**config.mk**
```make
export PLATFORM = sky130hd
export DESIGN_NAME = kruskal_minimum_spanning_tree_flat
export DESIGN_NICKNAME = d
export VERILOG_FILES = /design/src/hw/rtl/kmst_pkg.sv /design/src/hw/rtl/kmst_if.sv /design/src/hw/rtl/kmst_datapath.sv /design/src/hw/rtl/kmst_ctrl.sv /design/src/hw/rtl/kruskal_minimum_spanning_tree.sv /design/src/flat_wrapper.sv
export SDC_FILE = /design/constraint.sdc
export NUM_CORES = 2
export LEC_CHECK = 0
export ABC_CLOCK_PERIOD_IN_PS = 10000
export BUFFER_PORTS_ARGS = -buffer_cell sky130_fd_sc_hd__buf_2
export CAP_MARGIN = 10
export CORE_MARGIN = 2
export CORE_UTILIZATION = 60
export DETAILED_ROUTE_END_ITERATION = 6
export PLACE_DENSITY = 0.76
export SETUP_SLACK_MARGIN = 0.5
export SLEW_MARGIN = 20
export SYNTH_ARGS = -nofsm -noshare
export SYNTH_HDL_FRONTEND = slang
export SYNTH_SLANG_ARGS = --single-unit
```
**constraint.sdc**
```tcl
create_clock -name clk -period 10 [get_ports clk]
set_input_delay 1.5 -clock clk [delete_from_list [all_inputs] [get_ports clk]]
set_output_delay 1.5 -clock clk [all_outputs]
set_load 0.05 [all_outputs]
```
**src/hw/rtl/kmst_pkg.sv**
```systemverilog
package kmst_pkg;

	localparam int MaxEdges = 64;
	localparam int MaxVertices = 32;
	localparam int WeightBits = 16;
	localparam int VtxW = 6;
	localparam int EdgeIdxW = $clog2(MaxEdges);
	localparam int EdgeCntW = $clog2(MaxEdges + 1);
	localparam int VIdxW = $clog2(MaxVertices);
	localparam int RankW = 5;
	localparam int StepW = $clog2(MaxVertices + 1);
	localparam logic [VtxW-1:0] VcReset = VtxW'(20);

	typedef struct packed {
		logic [VtxW-1:0] from_v;
		logic [VtxW-1:0] to_v;
		logic [WeightBits-1:0] weight;
	} edge_t;

	// controller to datapath commands
	typedef struct packed {
		logic load_edge;
		logic clear_store;
		logic forest_init;
		logic forest_step;
		logic sel_start;
		logic sel_step;
		logic sel_take;
		logic find_a_init;
		logic find_b_init;
		logic find_step_a;
		logic find_step_b;
		logic do_join;
		logic out_load_edge;
		logic out_load_empty;
		logic out_mark_last;
	} kmst_cmd_t;

	// datapath to controller status
	typedef struct packed {
		logic init_done;
		logic sel_done;
		logic sel_none;
		logic edge_in_range;
		logic find_a_done;
		logic find_b_done;
		logic same_root;
		logic tree_full;
		logic any_out;
	} kmst_sts_t;

	// true if a sorts before b on weight, from, to
	function automatic logic key_less(edge_t a, edge_t b);
		if (a.weight != b.weight) return a.weight < b.weight;
		if (a.from_v != b.from_v) return a.from_v < b.from_v;
		return a.to_v < b.to_v;
	endfunction

endpackage

```
**src/hw/rtl/kmst_if.sv**
```systemverilog
interface kmst_edge_if;
	logic valid;
	logic ready;
	logic [5:0] from_vertex;
	logic [5:0] to_vertex;
	logic [15:0] edge_weight;
	logic final_edge;
	modport source (output valid, from_vertex, to_vertex, edge_weight, final_edge, input ready);
	modport sink (input valid, from_vertex, to_vertex, edge_weight, final_edge, output ready);
endinterface

interface kmst_tree_if;
	logic valid;
	logic ready;
	logic [5:0] tree_from;
	logic [5:0] tree_to;
	logic [15:0] tree_weight;
	logic edge_valid;
	logic last_of_tree;
	logic spanning;
	logic overflow;
	modport source (output valid, tree_from, tree_to, tree_weight, edge_valid, last_of_tree,
		spanning, overflow, input ready);
	modport sink (input valid, tree_from, tree_to, tree_weight, edge_valid, last_of_tree,
		spanning, overflow, output ready);
endinterface

interface kmst_cfg_if;
	logic valid;
	logic ready;
	logic [5:0] data;
	modport source (output valid, data, input ready);
	modport sink (input valid, data, output ready);
endinterface

```
**src/hw/rtl/kmst_datapath.sv**
```systemverilog
module kmst_datapath (
	input  logic clk,
	input  logic arst_n,
	input  kmst_pkg::kmst_cmd_t cmd,
	output kmst_pkg::kmst_sts_t sts,
	input  logic [5:0] in_from,
	input  logic [5:0] in_to,
	input  logic [15:0] in_weight,
	input  logic [5:0] vc_raw,
	output logic [5:0] out_from,
	output logic [5:0] out_to,
	output logic [15:0] out_weight,
	output logic out_edge_valid,
	output logic out_spanning,
	output logic out_overflow
);
	localparam int EW = kmst_pkg::EdgeIdxW;
	localparam int CW = kmst_pkg::EdgeCntW;
	localparam int VW = kmst_pkg::VIdxW;
	localparam int XW = kmst_pkg::VtxW;
	localparam int RW = kmst_pkg::RankW;
	localparam int SW = kmst_pkg::StepW;

	// edge store, used flags per entry for selection sort
	kmst_pkg::edge_t store_mem [kmst_pkg::MaxEdges];
	logic [kmst_pkg::MaxEdges-1:0] used_q;
	logic [CW-1:0] edge_total_q;
	logic dropped_q;

	logic in_ok;
	assign in_ok = (in_from != in_to) && (in_from != '0) && (in_to != '0)
		&& ({1'b0, in_from} <= (XW+1)'(kmst_pkg::MaxVertices))
		&& ({1'b0, in_to} <= (XW+1)'(kmst_pkg::MaxVertices));

	always_ff @(posedge clk) begin
		if (cmd.load_edge && in_ok && edge_total_q < CW'(kmst_pkg::MaxEdges))
			store_mem[edge_total_q[EW-1:0]] <= '{in_from, in_to,
				kmst_pkg::WeightBits'(in_weight)};
	end

	// scan pointer and registered read
	logic [CW-1:0] scan_q;
	logic [EW-1:0] best_idx_q;
	logic best_found_q;
	kmst_pkg::edge_t best_q;
	kmst_pkg::edge_t rd_q;
	logic [EW-1:0] rd_idx_q;
	logic rd_vld_q;

	always_ff @(posedge clk) begin
		rd_q <= store_mem[scan_q[EW-1:0]];
		rd_idx_q <= scan_q[EW-1:0];
	end

	// vertex count clamp
	logic [XW-1:0] vc;
	always_comb begin
		vc = vc_raw;
		if (vc == '0) vc = XW'(1);
		if (vc > XW'(kmst_pkg::MaxVertices)) vc = XW'(kmst_pkg::MaxVertices);
	end

	always_ff @(posedge clk or negedge arst_n) begin
		if (!arst_n) begin
			edge_total_q <= '0;
			dropped_q <= 1'b0;
			used_q <= '0;
			scan_q <= '0;
			rd_vld_q <= 1'b0;
			best_found_q <= 1'b0;
		end else begin
			if (cmd.clear_store) begin
				edge_total_q <= '0;
				dropped_q <= 1'b0;
				used_q <= '0;
			end else if (cmd.load_edge && in_ok) begin
				if (edge_total_q < CW'(kmst_pkg::MaxEdges)) edge_total_q <= edge_total_q + 1'b1;
				else dropped_q <= 1'b1;
			end
			if (cmd.sel_start) begin
				scan_q <= '0;
				rd_vld_q <= 1'b0;
				best_found_q <= 1'b0;
			end else if (cmd.sel_step) begin
				rd_vld_q <= scan_q < edge_total_q;
				if (scan_q < edge_total_q) scan_q <= scan_q + 1'b1;
				// keep earliest minimum: strict less keeps arrival order
				if (rd_vld_q && !used_q[rd_idx_q]
					&& (!best_found_q || kmst_pkg::key_less(rd_q, best_q))) begin
					best_found_q <= 1'b1;
				end
			end
			if (cmd.sel_take) used_q[best_idx_q] <= 1'b1;
		end
	end

	always_ff @(posedge clk) begin
		if (cmd.sel_step && rd_vld_q && !used_q[rd_idx_q]
			&& (!best_found_q || kmst_pkg::key_less(rd_q, best_q))) begin
			best_q <= rd_q;
			best_idx_q <= rd_idx_q;
		end
	end

	assign sts.sel_done = !rd_vld_q && (scan_q == edge_total_q);
	assign sts.sel_none = !best_found_q;
	assign sts.edge_in_range = (best_q.from_v <= vc) && (best_q.to_v <= vc);

	// union-find forest in a small memory, one access per cycle
	logic [XW-1:0] parent_mem [kmst_pkg::MaxVertices];
	logic [RW-1:0] rank_mem [kmst_pkg::MaxVertices];
	logic [SW-1:0] init_q;
	logic [XW-1:0] cur_q;
	logic [XW-1:0] cur_d;
	logic [XW-1:0] root_a_q;
	logic [XW-1:0] root_b_q;
	logic [RW-1:0] rank_a_q;
	logic [RW-1:0] rank_b_q;
	logic [XW-1:0] par_rd_q;
	logic [RW-1:0] rank_rd_q;
	logic [XW-1:0] tree_cnt_q;
	logic any_q;

	always_ff @(posedge clk) begin
		if (cmd.forest_init) begin
			parent_mem[init_q[VW-1:0]] <= XW'(init_q) + 1'b1;
			rank_mem[init_q[VW-1:0]] <= '0;
		end else if (cmd.do_join) begin
			if (rank_a_q == rank_b_q) begin
				parent_mem[VW'(root_b_q - 1'b1)] <= root_a_q;
				rank_mem[VW'(root_a_q - 1'b1)] <= rank_a_q + 1'b1;
			end else if (rank_b_q < rank_a_q) begin
				parent_mem[VW'(root_b_q - 1'b1)] <= root_a_q;
			end else begin
				parent_mem[VW'(root_a_q - 1'b1)] <= root_b_q;
			end
		end
	end

	always_ff @(posedge clk or negedge arst_n) begin
		if (!arst_n) begin
			init_q <= '0;
			tree_cnt_q <= '0;
			any_q <= 1'b0;
		end else begin
			if (cmd.forest_step) init_q <= '0;
			else if (cmd.forest_init) init_q <= init_q + 1'b1;
			if (cmd.forest_step) begin
				tree_cnt_q <= '0;
				any_q <= 1'b0;
			end else if (cmd.do_join) begin
				tree_cnt_q <= tree_cnt_q + 1'b1;
				any_q <= 1'b1;
			end
		end
	end

	// next walk position, read from the forest in the same edge
	always_comb begin
		cur_d = cur_q;
		if (cmd.find_a_init) cur_d = best_q.from_v;
		else if (cmd.find_b_init) cur_d = best_q.to_v;
		else if (cmd.find_step_a || cmd.find_step_b) cur_d = par_rd_q;
	end

	// root walk, one parent hop a cycle
	always_ff @(posedge clk) begin
		cur_q <= cur_d;
		par_rd_q <= parent_mem[VW'(cur_d - 1'b1)];
		rank_rd_q <= rank_mem[VW'(cur_d - 1'b1)];
		if (cmd.find_step_a) begin
			root_a_q <= cur_q;
			rank_a_q <= rank_rd_q;
		end
		if (cmd.find_step_b) begin
			root_b_q <= cur_q;
			rank_b_q <= rank_rd_q;
		end
	end

	assign sts.init_done = init_q == SW'(kmst_pkg::MaxVertices - 1);
	assign sts.find_a_done = par_rd_q == cur_q;
	assign sts.find_b_done = par_rd_q == cur_q;
	assign sts.same_root = root_a_q == root_b_q;
	assign sts.tree_full = tree_cnt_q == vc - 1'b1;
	assign sts.any_out = any_q;

	// output payload register
	always_ff @(posedge clk) begin
		if (cmd.out_load_edge) begin
			out_from <= best_q.from_v;
			out_to <= best_q.to_v;
			out_weight <= 16'(best_q.weight);
			out_edge_valid <= 1'b1;
			out_spanning <= 1'b0;
			out_overflow <= 1'b0;
		end else if (cmd.out_load_empty) begin
			out_from <= '0;
			out_to <= '0;
			out_weight <= '0;
			out_edge_valid <= 1'b0;
			out_spanning <= tree_cnt_q == vc - 1'b1;
			out_overflow <= dropped_q;
		end else if (cmd.out_mark_last) begin
			out_spanning <= tree_cnt_q == vc - 1'b1;
			out_overflow <= dropped_q;
		end
	end

endmodule

```
**src/hw/rtl/kmst_ctrl.sv**
```systemverilog
module kmst_ctrl (
	input  logic clk,
	input  logic arst_n,
	input  logic in_fire,
	input  logic in_final,
	output logic in_ready,
	output logic out_valid,
	output logic out_last,
	input  logic out_ready,
	input  kmst_pkg::kmst_sts_t sts,
	output kmst_pkg::kmst_cmd_t cmd
);
	typedef enum logic [8:0] {
		S_LOAD   = 9'b000000001,
		S_INIT   = 9'b000000010,
		S_SCAN   = 9'b000000100,
		S_PICK   = 9'b000001000,
		S_FINDA  = 9'b000010000,
		S_FINDB  = 9'b000100000,
		S_JOIN   = 9'b001000000,
		S_EMIT   = 9'b010000000,
		S_LAST   = 9'b100000000
	} state_t;

	state_t state_q, state_d;
	logic ov_q, ov_d, last_q, last_d;
	// held edge waiting for a later result to reveal whether it is last
	logic pend_q, pend_d;

	assign in_ready = state_q == S_LOAD;
	assign out_valid = ov_q;
	assign out_last = last_q;

	always_comb begin
		state_d = state_q;
		ov_d = ov_q;
		last_d = last_q;
		pend_d = pend_q;
		cmd = '0;
		if (ov_q && out_ready) ov_d = 1'b0;
		unique case (state_q)
			S_LOAD: begin
				cmd.load_edge = in_fire;
				if (in_fire && in_final) begin
					cmd.forest_step = 1'b1;
					state_d = S_INIT;
				end
			end
			S_INIT: begin
				cmd.forest_init = 1'b1;
				if (sts.init_done) begin
					cmd.sel_start = 1'b1;
					state_d = S_SCAN;
				end
			end
			S_SCAN: begin
				cmd.sel_step = 1'b1;
				if (sts.sel_done) state_d = S_PICK;
			end
			S_PICK: begin
				if (sts.sel_none || sts.tree_full) begin
					state_d = S_LAST;
				end else begin
					cmd.sel_take = 1'b1;
					if (sts.edge_in_range) begin
						cmd.find_a_init = 1'b1;
						state_d = S_FINDA;
					end else begin
						cmd.sel_start = 1'b1;
						state_d = S_SCAN;
					end
				end
			end
			S_FINDA: begin
				cmd.find_step_a = 1'b1;
				if (sts.find_a_done) begin
					cmd.find_b_init = 1'b1;
					state_d = S_FINDB;
				end
			end
			S_FINDB: begin
				cmd.find_step_b = 1'b1;
				if (sts.find_b_done) state_d = S_JOIN;
			end
			S_JOIN: begin
				if (sts.same_root) begin
					cmd.sel_start = 1'b1;
					state_d = S_SCAN;
				end else if (ov_q ? out_ready : !pend_q) begin
					// output register free: the new edge replaces it, held back
					cmd.do_join = 1'b1;
					cmd.out_load_edge = 1'b1;
					pend_d = 1'b1;
					state_d = S_EMIT;
				end else if (!ov_q) begin
					// another edge follows, so the held one is not last
					ov_d = 1'b1;
					last_d = 1'b0;
				end
			end
			S_EMIT: begin
				// hold the taken edge until the next one or the end of the run
				cmd.sel_start = 1'b1;
				state_d = S_SCAN;
			end
			S_LAST: begin
				if (!ov_d) begin
					if (sts.any_out) cmd.out_mark_last = 1'b1;
					else cmd.out_load_empty = 1'b1;
					cmd.clear_store = 1'b1;
					ov_d = 1'b1;
					last_d = 1'b1;
					pend_d = 1'b0;
					state_d = S_LOAD;
				end
			end
			default: state_d = S_LOAD;
		endcase
	end

	always_ff @(posedge clk or negedge arst_n) begin
		if (!arst_n) begin
			state_q <= S_LOAD;
			ov_q <= 1'b0;
			last_q <= 1'b0;
			pend_q <= 1'b0;
		end else begin
			state_q <= state_d;
			ov_q <= ov_d;
			last_q <= last_d;
			pend_q <= pend_d;
		end
	end

endmodule

```
**src/hw/rtl/kruskal_minimum_spanning_tree.sv**
```systemverilog
// Kruskal minimum spanning tree with union-find.
// edges: one item per cycle while loading; the item with final_edge set is
//   stored and starts the run, during which edges is not ready.
// cfg: writes vertex_count (reset 20); the user must write it only while idle, the block does not enforce it.
// tree: one item per spanning-tree edge in ascending key order, the final
//   one carrying last_of_tree, spanning and overflow. With no tree edge a
//   single item with edge_valid low is sent.
// Run: a forest clear, then one pass over the store per pick. A taken edge
//   adds a walk to the root of each end and a join, an edge whose ends share
//   a root the walks alone; the run ends with a final pass over the store.
// A tree edge stays in the output register until the next one is taken or
//   the run ends, and only then is sent; a stalled receiver pauses the run
//   when the next tree edge or the end of the run is reached.
// Reset clears the store, counters and output valid; the forest is rebuilt
//   at the start of every run.
module kruskal_minimum_spanning_tree (
	input logic clk,
	input logic arst_n,
	kmst_edge_if.sink edges,
	kmst_tree_if.source tree,
	kmst_cfg_if.sink cfg
);
	kmst_pkg::kmst_cmd_t cmd;
	kmst_pkg::kmst_sts_t sts;
	logic [5:0] vc_q;
	logic out_last;

	// vertex count register
	assign cfg.ready = 1'b1;
	always_ff @(posedge clk or negedge arst_n) begin
		if (!arst_n) vc_q <= kmst_pkg::VcReset;
		else if (cfg.valid) vc_q <= cfg.data;
	end

	kmst_ctrl u_ctrl (
		.clk(clk), .arst_n(arst_n),
		.in_fire(edges.valid && edges.ready), .in_final(edges.final_edge),
		.in_ready(edges.ready),
		.out_valid(tree.valid), .out_last(out_last), .out_ready(tree.ready),
		.sts(sts), .cmd(cmd)
	);

	kmst_datapath u_dp (
		.clk(clk), .arst_n(arst_n), .cmd(cmd), .sts(sts),
		.in_from(edges.from_vertex), .in_to(edges.to_vertex),
		.in_weight(edges.edge_weight), .vc_raw(vc_q),
		.out_from(tree.tree_from), .out_to(tree.tree_to),
		.out_weight(tree.tree_weight), .out_edge_valid(tree.edge_valid),
		.out_spanning(tree.spanning), .out_overflow(tree.overflow)
	);

	assign tree.last_of_tree = out_last;

`ifndef SYNTHESIS
	a_no_load_in_run: assert property (@(posedge clk) disable iff (!arst_n)
		edges.ready |-> !tree.valid || tree.last_of_tree)
		else $error("edge input open while a tree edge is out");
	a_hold: assert property (@(posedge clk) disable iff (!arst_n)
		tree.valid && !tree.ready |=> tree.valid)
		else $error("result dropped");
	a_stable: assert property (@(posedge clk) disable iff (!arst_n)
		tree.valid && !tree.ready |=> $stable({tree.tree_from, tree.tree_to,
		tree.tree_weight, tree.edge_valid, tree.last_of_tree, tree.spanning,
		tree.overflow}))
		else $error("result changed while stalled");
	a_empty_is_last: assert property (@(posedge clk) disable iff (!arst_n)
		tree.valid && !tree.edge_valid |-> tree.last_of_tree)
		else $error("empty result not marked last");
`endif

endmodule

```
**src/flat_wrapper.sv**
```systemverilog
// flat-port wrapper written by rule: the top's interface ports become plain ports
module kruskal_minimum_spanning_tree_flat 
  (clk, arst_n, edges_valid, edges_from_vertex, edges_to_vertex, edges_edge_weight, edges_final_edge, edges_ready, tree_valid, tree_tree_from, tree_tree_to, tree_tree_weight, tree_edge_valid, tree_last_of_tree, tree_spanning, tree_overflow, tree_ready, cfg_valid, cfg_data, cfg_ready);
  kmst_edge_if edges_i ();
  kmst_tree_if tree_i ();
  kmst_cfg_if cfg_i ();
  input logic clk;
  input logic arst_n;
  input wire logic [$bits(edges_i.valid)-1:0] edges_valid;
  input wire logic [$bits(edges_i.from_vertex)-1:0] edges_from_vertex;
  input wire logic [$bits(edges_i.to_vertex)-1:0] edges_to_vertex;
  input wire logic [$bits(edges_i.edge_weight)-1:0] edges_edge_weight;
  input wire logic [$bits(edges_i.final_edge)-1:0] edges_final_edge;
  output wire logic [$bits(edges_i.ready)-1:0] edges_ready;
  output wire logic [$bits(tree_i.valid)-1:0] tree_valid;
  output wire logic [$bits(tree_i.tree_from)-1:0] tree_tree_from;
  output wire logic [$bits(tree_i.tree_to)-1:0] tree_tree_to;
  output wire logic [$bits(tree_i.tree_weight)-1:0] tree_tree_weight;
  output wire logic [$bits(tree_i.edge_valid)-1:0] tree_edge_valid;
  output wire logic [$bits(tree_i.last_of_tree)-1:0] tree_last_of_tree;
  output wire logic [$bits(tree_i.spanning)-1:0] tree_spanning;
  output wire logic [$bits(tree_i.overflow)-1:0] tree_overflow;
  input wire logic [$bits(tree_i.ready)-1:0] tree_ready;
  input wire logic [$bits(cfg_i.valid)-1:0] cfg_valid;
  input wire logic [$bits(cfg_i.data)-1:0] cfg_data;
  output wire logic [$bits(cfg_i.ready)-1:0] cfg_ready;
  assign edges_i.valid = edges_valid;
  assign edges_i.from_vertex = edges_from_vertex;
  assign edges_i.to_vertex = edges_to_vertex;
  assign edges_i.edge_weight = edges_edge_weight;
  assign edges_i.final_edge = edges_final_edge;
  assign edges_ready = edges_i.ready;
  assign tree_valid = tree_i.valid;
  assign tree_tree_from = tree_i.tree_from;
  assign tree_tree_to = tree_i.tree_to;
  assign tree_tree_weight = tree_i.tree_weight;
  assign tree_edge_valid = tree_i.edge_valid;
  assign tree_last_of_tree = tree_i.last_of_tree;
  assign tree_spanning = tree_i.spanning;
  assign tree_overflow = tree_i.overflow;
  assign tree_i.ready = tree_ready;
  assign cfg_i.valid = cfg_valid;
  assign cfg_i.data = cfg_data;
  assign cfg_ready = cfg_i.ready;
  kruskal_minimum_spanning_tree u_core (.clk(clk), .arst_n(arst_n), .edges(edges_i), .tree(tree_i), .cfg(cfg_i));
endmodule
```
# [Word level (Yosys, flattened, before mapping)]
# Memories as Yosys holds them, arrays and structs flattened. A register that Yosys moved wholly into a read port is not among the register bits.
# Cells that the tools add are included.
[totals] wordCells=271 mem_bits_rw=2144 out_inout_bits=35 in_bits=40 mem_count=3 register_bits=211
[classes] magnitude_cmp=14 muxes=135 n_eq_ne=30 n_bitwise=2 n_addsub=9 reduce_logical=48
[mem_list] name="u_core.u_dp.store_mem" depth=64 word_bits=28 read_ports=1 rd_clocked_by_memory_dff=1 wr=1 line="kmst_datapath.sv:25" text="kmst_pkg::edge_t store_mem [kmst_pkg::MaxEdges];"
[mem_list] name="u_core.u_dp.parent_mem" depth=32 word_bits=6 read_ports=1 rd_clocked_by_memory_dff=1 wr=1 line="kmst_datapath.sv:110" text="logic [XW-1:0] parent_mem [kmst_pkg::MaxVertices];"
[mem_list] name="u_core.u_dp.rank_mem" depth=32 word_bits=5 read_ports=1 rd_clocked_by_memory_dff=1 wr=1 line="kmst_datapath.sv:111" text="logic [RW-1:0] rank_mem [kmst_pkg::MaxVertices];"
[op_table] cell="two-way mux 64 bit" count=2
[op_table] cell="two-way mux 6 bit" count=15
[op_table] cell="two-way mux 1 bit" count=81
[op_table] cell="two-way mux 9 bit" count=9
[op_table] cell="one-hot mux 9 bit (9 select lines)" count=1
[op_table] cell="OR 64 bit" count=1
[op_table] cell="two-way mux 7 bit" count=6
[op_table] cell="two-way mux 16 bit" count=2
[op_table] cell="two-way mux 5 bit" count=5
[op_table] cell="nonzero test 2 bit" count=10
[op_table] cell="== test 6 bit" count=3
[op_table] cell="logical AND 1 bit" count=17
[op_table] cell="< comparator 16 bit" count=1
[op_table] cell="two-way mux 2 bit" count=8
[op_table] cell="inequality test 16 bit" count=1
[op_table] cell="subtractor 5 x 1 -> 5 bit, second input constant" count=3
[op_table] cell="adder 7 x 1 -> 7 bit, second input constant" count=2
[op_table] cell="< comparator 6 x 7 -> 1 bit, second input constant" count=2
[op_table] cell="adder 6 x 1 -> 6 bit, second input constant" count=2
[op_table] cell="<= comparator 6 bit" count=2
[op_table] cell="<= comparator 6 bit, second input constant" count=2
[op_table] cell="< comparator 6 bit" count=2
[op_table] cell="inequality test 2 bit, second input constant" count=6
[op_table] cell="inequality test 6 bit" count=2
[op_table] cell="other kinds (36)" count=53

# [Depth between registers and ports, before layout]
[logic_depth] ltp_word=22 ltp_mapped=26 mapped_depth_nobuf=20

# [Cells and area by module]
# From an unflattened synthesis, not the netlist that was laid out.
[hier_totals] hier_cells=5216 hier_area_um2=94653.3
[modules_own_cells] mod="kmst_datapath" seq_area_each_um2=70347.5 instances=1 area_each_um2=93586.0 cells_per_inst=5106
[modules_own_cells] mod="kmst_ctrl" seq_area_each_um2=301.5 instances=1 area_each_um2=795.8 cells_per_inst=94
[modules_own_cells] mod="kruskal_minimum_spanning_tree" seq_area_each_um2=152.6 instances=1 area_each_um2=271.5 cells_per_inst=16

# [Worst setup path after synthesis]
# Ideal clock, no wire load.
[synth_timing] kind="register to register" startpoint="register u_core.vc_q[2]" endpoint="register u_core.u_dp.par_rd_q[2] (read register of u_core.u_dp.parent_mem)" n_path_buf=6 setup_slack_ps=4772 setup_time_ps=137 period_less_slack_ps=5228 stages_incl_launch_ff=21 arrival_time_ps=5090 required_time_ps=9863 path_cell_list="dfstp_2 -> nor4_1 -> o21ai_0 -> inv_1 -> ha_1 -> a41oi_1 -> a2111oi_4 -> a21o_1 -> buf_6 -> nand2_8 -> inv_6 -> buf_6 -> buf_2 -> ha_1 -> clkbuf_1 -> inv_1 -> clkbuf_1 -> clkbuf_1 -> mux4_2 -> mux2i_1 -> o2111ai_1"
[synth_between] elab_chain_cells=11 word_cells_on_any_way=15 cone_classes="add/sub: 2; order compare: 3; eq/ne: 1; mux: 6; reduce/logical: 3"
[synth_rtl] item="start: declaration" line="kruskal_minimum_spanning_tree.sv:25" text="logic [5:0] vc_q;"
[synth_rtl] item="start signal: assignment" line="kruskal_minimum_spanning_tree.sv:31" text="if (!arst_n) vc_q <= kmst_pkg::VcReset;"
[synth_rtl] item="start signal: assignment" line="kruskal_minimum_spanning_tree.sv:32" text="else if (cfg.valid) vc_q <= cfg.data;"
[synth_rtl] item="logical NOT 6 bit" line="kmst_datapath.sv:59" text="if (vc == '0) vc = XW'(1);"
[synth_rtl] item="two-way mux 6 bit (*)" line="kmst_datapath.sv:59"
[synth_rtl] item="> comparator 6 bit" line="kmst_datapath.sv:60" text="if (vc > XW'(kmst_pkg::MaxVertices)) vc = XW'(kmst_pkg::MaxVertices);"
[synth_rtl] item="two-way mux 6 bit (*)" line="kmst_datapath.sv:60"
[synth_rtl] item="subtractor 6 x 1 -> 6 bit or <= comparator 6 bit (tied branches)" line="kmst_datapath.sv:185, kmst_datapath.sv:107"
[synth_rtl] item="== test 6 bit or logical AND 1 bit (tied branches)" line="kmst_datapath.sv:185, kmst_datapath.sv:107"
[synth_rtl] item="logical OR 1 bit or two-way mux 1 bit (tied branches)" line="kmst_ctrl.sv:61, kmst_ctrl.sv:65"
[synth_rtl] item="two-way mux 2 bit (*)" line="kmst_ctrl.sv:61" text="if (sts.sel_none || sts.tree_full) begin"
[synth_rtl] item="two-way mux 2 bit (*)" line="kmst_ctrl.sv:41" text="unique case (state_q)"
[synth_rtl] item="two-way mux 6 bit (*)" line="kmst_datapath.sv:161" text="if (cmd.find_a_init) cur_d = best_q.from_v;"
[synth_rtl] item="subtractor 5 x 1 -> 5 bit (*)" line="kmst_datapath.sv:169" text="par_rd_q <= parent_mem[VW'(cur_d - 1'b1)];"
[synth_rtl] item="end: declaration" line="kmst_datapath.sv:119" text="logic [XW-1:0] par_rd_q;"
# Mark *: on every way between the ends. The rest lies on a longest branch, timed or not.
# A chain may end at the register's enable or synchronous reset.

# [Final worst setup path]
[layout_timing] startpoint="register u_core.u_dp.best_q[22] (netlist bit)" endpoint="register u_core.u_dp.rank_rd_q[3] (read register of u_core.u_dp.rank_mem)"
[layout_between] elab_chain_cells=7
[layout_rtl] item="start: declaration" line="kmst_datapath.sv:45" text="kmst_pkg::edge_t best_q;"
[layout_rtl] item="start signal: assignment" line="kmst_datapath.sv:100" text="best_q <= rd_q;"
[layout_rtl] item="<= comparator 6 bit" line="kmst_datapath.sv:107" text="assign sts.edge_in_range = (best_q.from_v <= vc) && (best_q.to_v <= vc);"
[layout_rtl] item="logical AND 1 bit" line="kmst_datapath.sv:107"
[layout_rtl] item="two-way mux 1 bit" line="kmst_ctrl.sv:65" text="if (sts.edge_in_range) begin"
[layout_rtl] item="two-way mux 2 bit" line="kmst_ctrl.sv:61"
[layout_rtl] item="two-way mux 2 bit" line="kmst_ctrl.sv:41"
[layout_rtl] item="two-way mux 6 bit (*)" line="kmst_datapath.sv:161"
[layout_rtl] item="subtractor 5 x 1 -> 5 bit (*)" line="kmst_datapath.sv:170" text="rank_rd_q <= rank_mem[VW'(cur_d - 1'b1)];"
[layout_rtl] item="end: declaration" line="kmst_datapath.sv:120" text="logic [RW-1:0] rank_rd_q;"
# Marks and branches as above.

==> key figures <==
Status
  – Status: completed

Drt
  – Post-DR wirelength/cell: between 30 and 40 µm
  – Via count: 48200
  – Drt drc: 0
  – Antenna Nets Post-Route: 0
  – Vias/cell: between 6 and 7
  – First-pass DRT Iterations: 6
  – Initial DRC Count: 6828
  – Final WL: roughly 240000 µm

Layout
  – Area Growth Syn to Fin: 12.0%
  – Post-route cell area: 0.105 mm²
  – Share of cells above drive strength 1: about a quarter
  – Layout net count: just under 5000

GRT
  – Largest net degree at the start of global routing: ~120
  – Met2 usage: a little under half
  – Met3 usage: approximately 7%
  – Vias in the first global route: ~48000
  – GR peak layer: met2
  – Met1 Use GR: 41.7%
  – Global Route Usage Sum: between 30% and 40%
  – Initial antenna violation count: 13
  – Congestion Overflow GR: 0
  – First-pass GRT wire length: about 340000 µm

Power and ir drop
  – Lkg Pwr: around 34 nW
  – Sw Share: between 20% and 30%
  – Design Power: between 0.02 and 0.03 W
  – Switch Pwr: approximately 0.0075 W
  – Combinational fraction of design power: 23.2%
  – Pwr/cell area: about 250 mW/mm²
  – Power share of the clock group: 32.8%
  – Internal Power: 0.0187 W
  – Maximum vdd drop: ~0.00024 V
  – Power share of the sequential group: 44.1%

Critical path
  – Critical path origin: u_core.u_dp.best_q[22]
  – R2R setup slack: about 2900 ps
  – RR Endpoint: u_core.u_dp.rank_rd_q[3]
  – CP max FO: 62
  – Kind of critical path: flip-flop to flip-flop
  – Critical Path RT: 10730 ps
  – Crit path capture: u_core.u_dp.rank_rd_q[3]
  – Crit path arrival time: just under 8000 ps
  – Worst r2r src: u_core.u_dp.best_q[22]
  – Cells on worst reg2reg path: 18
  – Crit path launch type: flip-flop
  – Kind of end point of the critical path: flip-flop

Flow run
  – Max Cap Viol: 0

Clocking
  – Reg clk slew, reported paths: around 70 ps
  – TritonCTS clock tree: yes
  – Root Driver: clkbuf_16
  – CTS sink count: around 2400
  – Hold Buf Count CTS: 0
  – Total CTS buffers: 224
  – Postcts setup bufs: 0
  – Resized cells post-CTS: 0
  – Clock latency on the worst-skew pair: approximately 900 ps
  – # H-tree levels: 4
  – Clock Path Buffers: 3

Die
  – DIE WIDTH: approximately 400 µm
  – Row cnt: roughly 150
  – Placeable core region: 0.156 mm²
  – Full die area: roughly 0.16 mm²
  – I/O pin cnt: 75
  – Initial core utilization: approximately three fifths
  – Die H: 400 µm

STA
  – Endpoints failing hold: 0
  – Fmax: between 100 and 150 MHz
  – Tmin final: roughly 7100 ps
  – Period Utilization, post-route: a little under three quarters
  – Layout Skew: around 65 ps
  – Final TNS setup: 0 ps
  – Setup violations, final: 0
  – Least-Margin Pin Slew: 1110 ps
  – Fin worst setup slack: about 2900 ps
  – Relative slew slack: about a quarter
  – RSZ-0062 raised after global routing: no
  – Fin. max-slew vios: 0

Logic synthesis
  – Syn_nets: approximately 4700
  – Synthesis Warnings: 0
  – Ys async rst share: under 10%
  – Syn Inst Count: 4562
  – Number of synthesized flops with an enable pin: about 2200
  – Seq/Total Area, Yosys: between 70 and 80%
  – Post-Syn Area: about 0.094 mm²
  – Syn_area_per_cell: 20.6 µm²
  – Synthesized flop and latch total: approximately 2400
  – Yosys cell types: 76
  – Top FF cell, synth: edfxtp_1

Placement
  – Final GP Congestion: about 0.9
  – Dpl ws: 2930 ps
  – Placed Area: between 0.09 and 0.1 mm²
  – Port bufs: 73
  – DP HPWL: 128000 µm

Hold path
  – Worst min path class: flip-flop to flip-flop
  – Hold path depth: 0
[cells in the mapped netlist (33+ instances only)]
cell / count / area share, %
nand2_1: 154 / 0.61
edfxtp_1: 2229 / 71
dfxtp_1: 53 / 1.1
nor4_1: 38 / 0.25
inv_1: 60 / 0.24
o21ai_0: 85 / 0.45
dfrtp_1: 109 / 2.9
buf_1: 60 / 0.24
a21oi_1: 99 / 0.53
ha_1: 60 / 0.80
nor2_1: 265 / 1.1
a22o_1: 34 / 0.32
mux2i_1: 34 / 0.36
mux4_2: 649 / 16
clkbuf_1: 163 / 0.65
a31oi_1: 46 / 0.31
xnor2_1: 33 / 0.31
nand3_1: 41 / 0.22
[cells in the final DEF (no fill, tap or decap), types with 15 or more instances in the layout]
master and count:
a21boi_0 31, a21oi_1 97, a22o_1 34, a31oi_1 45, buf_2 70, buf_4 124
bufinv_16 24, clkbuf_1 40, clkbuf_16 228, clkinv_1 41, clkinv_2 53, dfrtp_1 103
dfxtp_1 53, edfxtp_1 2229, ha_1 60, inv_1 59, mux2i_1 34, mux4_2 649
nand2_1 152, nand3_1 41, nand4_1 15, nor2_1 199, nor2_4 63, nor3_1 30
nor4_1 38, o21a_1 16, o21ai_0 80, or3_1 24, xnor2_1 33, xor2_1 21
[worst max-delay path, cell delays in order, from the launching register on]
cell and delay, ps:
edfxtp_1 870, inv_1 350, ha_1 380, a41oi_1 240, a2111oi_4 410, buf_4 230
a21o_2 640, nand2_8 460, inv_6 500, ha_1 370, inv_1 90, nor2_1 110
o211ai_1 140, nand2_2 670, buf_4 510, mux2i_1 250, mux4_2 270, nor2_1 70
or4_1 400
[flip-flops by register name, summed over array words and instances, names as in the netlist, 6 cells and up]
register,flops
u_core.u_dp.edge_total_q,7
u_core.u_dp.best_idx_q,6
u_core.u_ctrl.state_q,9
u_core.u_dp.parent_mem,192
u_core.u_dp.used_q,64
u_core.u_dp.cur_q,6
u_core.vc_q,6
u_core.u_dp.scan_q,7
u_core.u_dp.rd_idx_q,6
u_core.u_dp.rank_mem,160
u_core.u_dp.init_q,6
u_core.u_dp.root_a_q,6
u_core.u_dp.out_from,6
u_core.u_dp.store_mem,1792
u_core.u_dp.root_b_q,6
u_core.u_dp.out_to,6
u_core.u_dp.tree_cnt_q,6
u_core.u_dp.best_q,28
u_core.u_dp.out_weight,16
u_core.u_dp.par_rd_q,6
u_core.u_dp.rd_q,28
[logic make-up (layout without fill, tap and decap cells)]
family	count (synthesis)	count (layout)	synth area share [%]
adders and majority gates	60	60	0.799
other	1	9	0.00399
muxes	699	699	16.1
buffers and inverters	301	692	1.27
xor gates and xnor gates	54	54	0.503
AOI/OAI and AO/OA	403	403	2.79
and+or+nand+nor	650	650	3.21
DFF	2394	2394	75.3
[how the worst min path moves through the flow]
stage,slack (ps),end,start
after floorplan,370,u_core.u_dp.rd_idx_q[2],u_core.u_dp.scan_q[2]
final,430,u_core.u_dp.best_q[16],u_core.u_dp.rd_q[16]
after global placement,420,u_core.u_dp.best_q[0],u_core.u_dp.rd_q[0]
after detailed placement,410,u_core.u_dp.best_q[16],u_core.u_dp.rd_q[16]
after CTS,430,u_core.u_dp.best_q[16],u_core.u_dp.rd_q[16]
after global routing,440,u_core.u_dp.best_q[22],u_core.u_dp.rd_q[22]
[metal layers]
layer	share of wire [%]	wire length (µm)
met4	3.9	9370
met1	36	86100
met5	0.029	70
met3	11	27300
met2	48	115000
[per-stage QoR]
| step | utilization (%) | cells | hold WS, ps |
|---|---|---|---|
| detailed placement | 62.7 | 6588 | 412 |
| global route | 67.5 | 7011 | 444 |
| CTS | 67.5 | 7009 | 427 |
| floorplan | - | 4562 | 369 |
| global placement | 62.6 | 6580 | 416 |
| finish | 67.6 | 7019 | 426 |
[power by group through the flow]
stage                     combinational [W]  clock [W]  sequential (W)
after floorplan                     0.00400          0          0.0115
after global routing                0.00635    0.00903          0.0116
final                               0.00609    0.00860          0.0116
after detailed placement            0.00597          0          0.0118
after CTS                           0.00606    0.00869          0.0116
after global placement              0.00589          0          0.0118
[layout make-up]
type / count / area [µm²]
sequential: 2394 / 70800
timing repair buffer: 208 / 1570
antenna: 8 / 20.0
clock inverter: 147 / 1500
fill: 9370 / 50600
tap: 2058 / 2570
inverter: 63 / 241
clock buffer: 274 / 5940
multi-input combinational: 1867 / 22600
(Power assumes the default switching activity.)
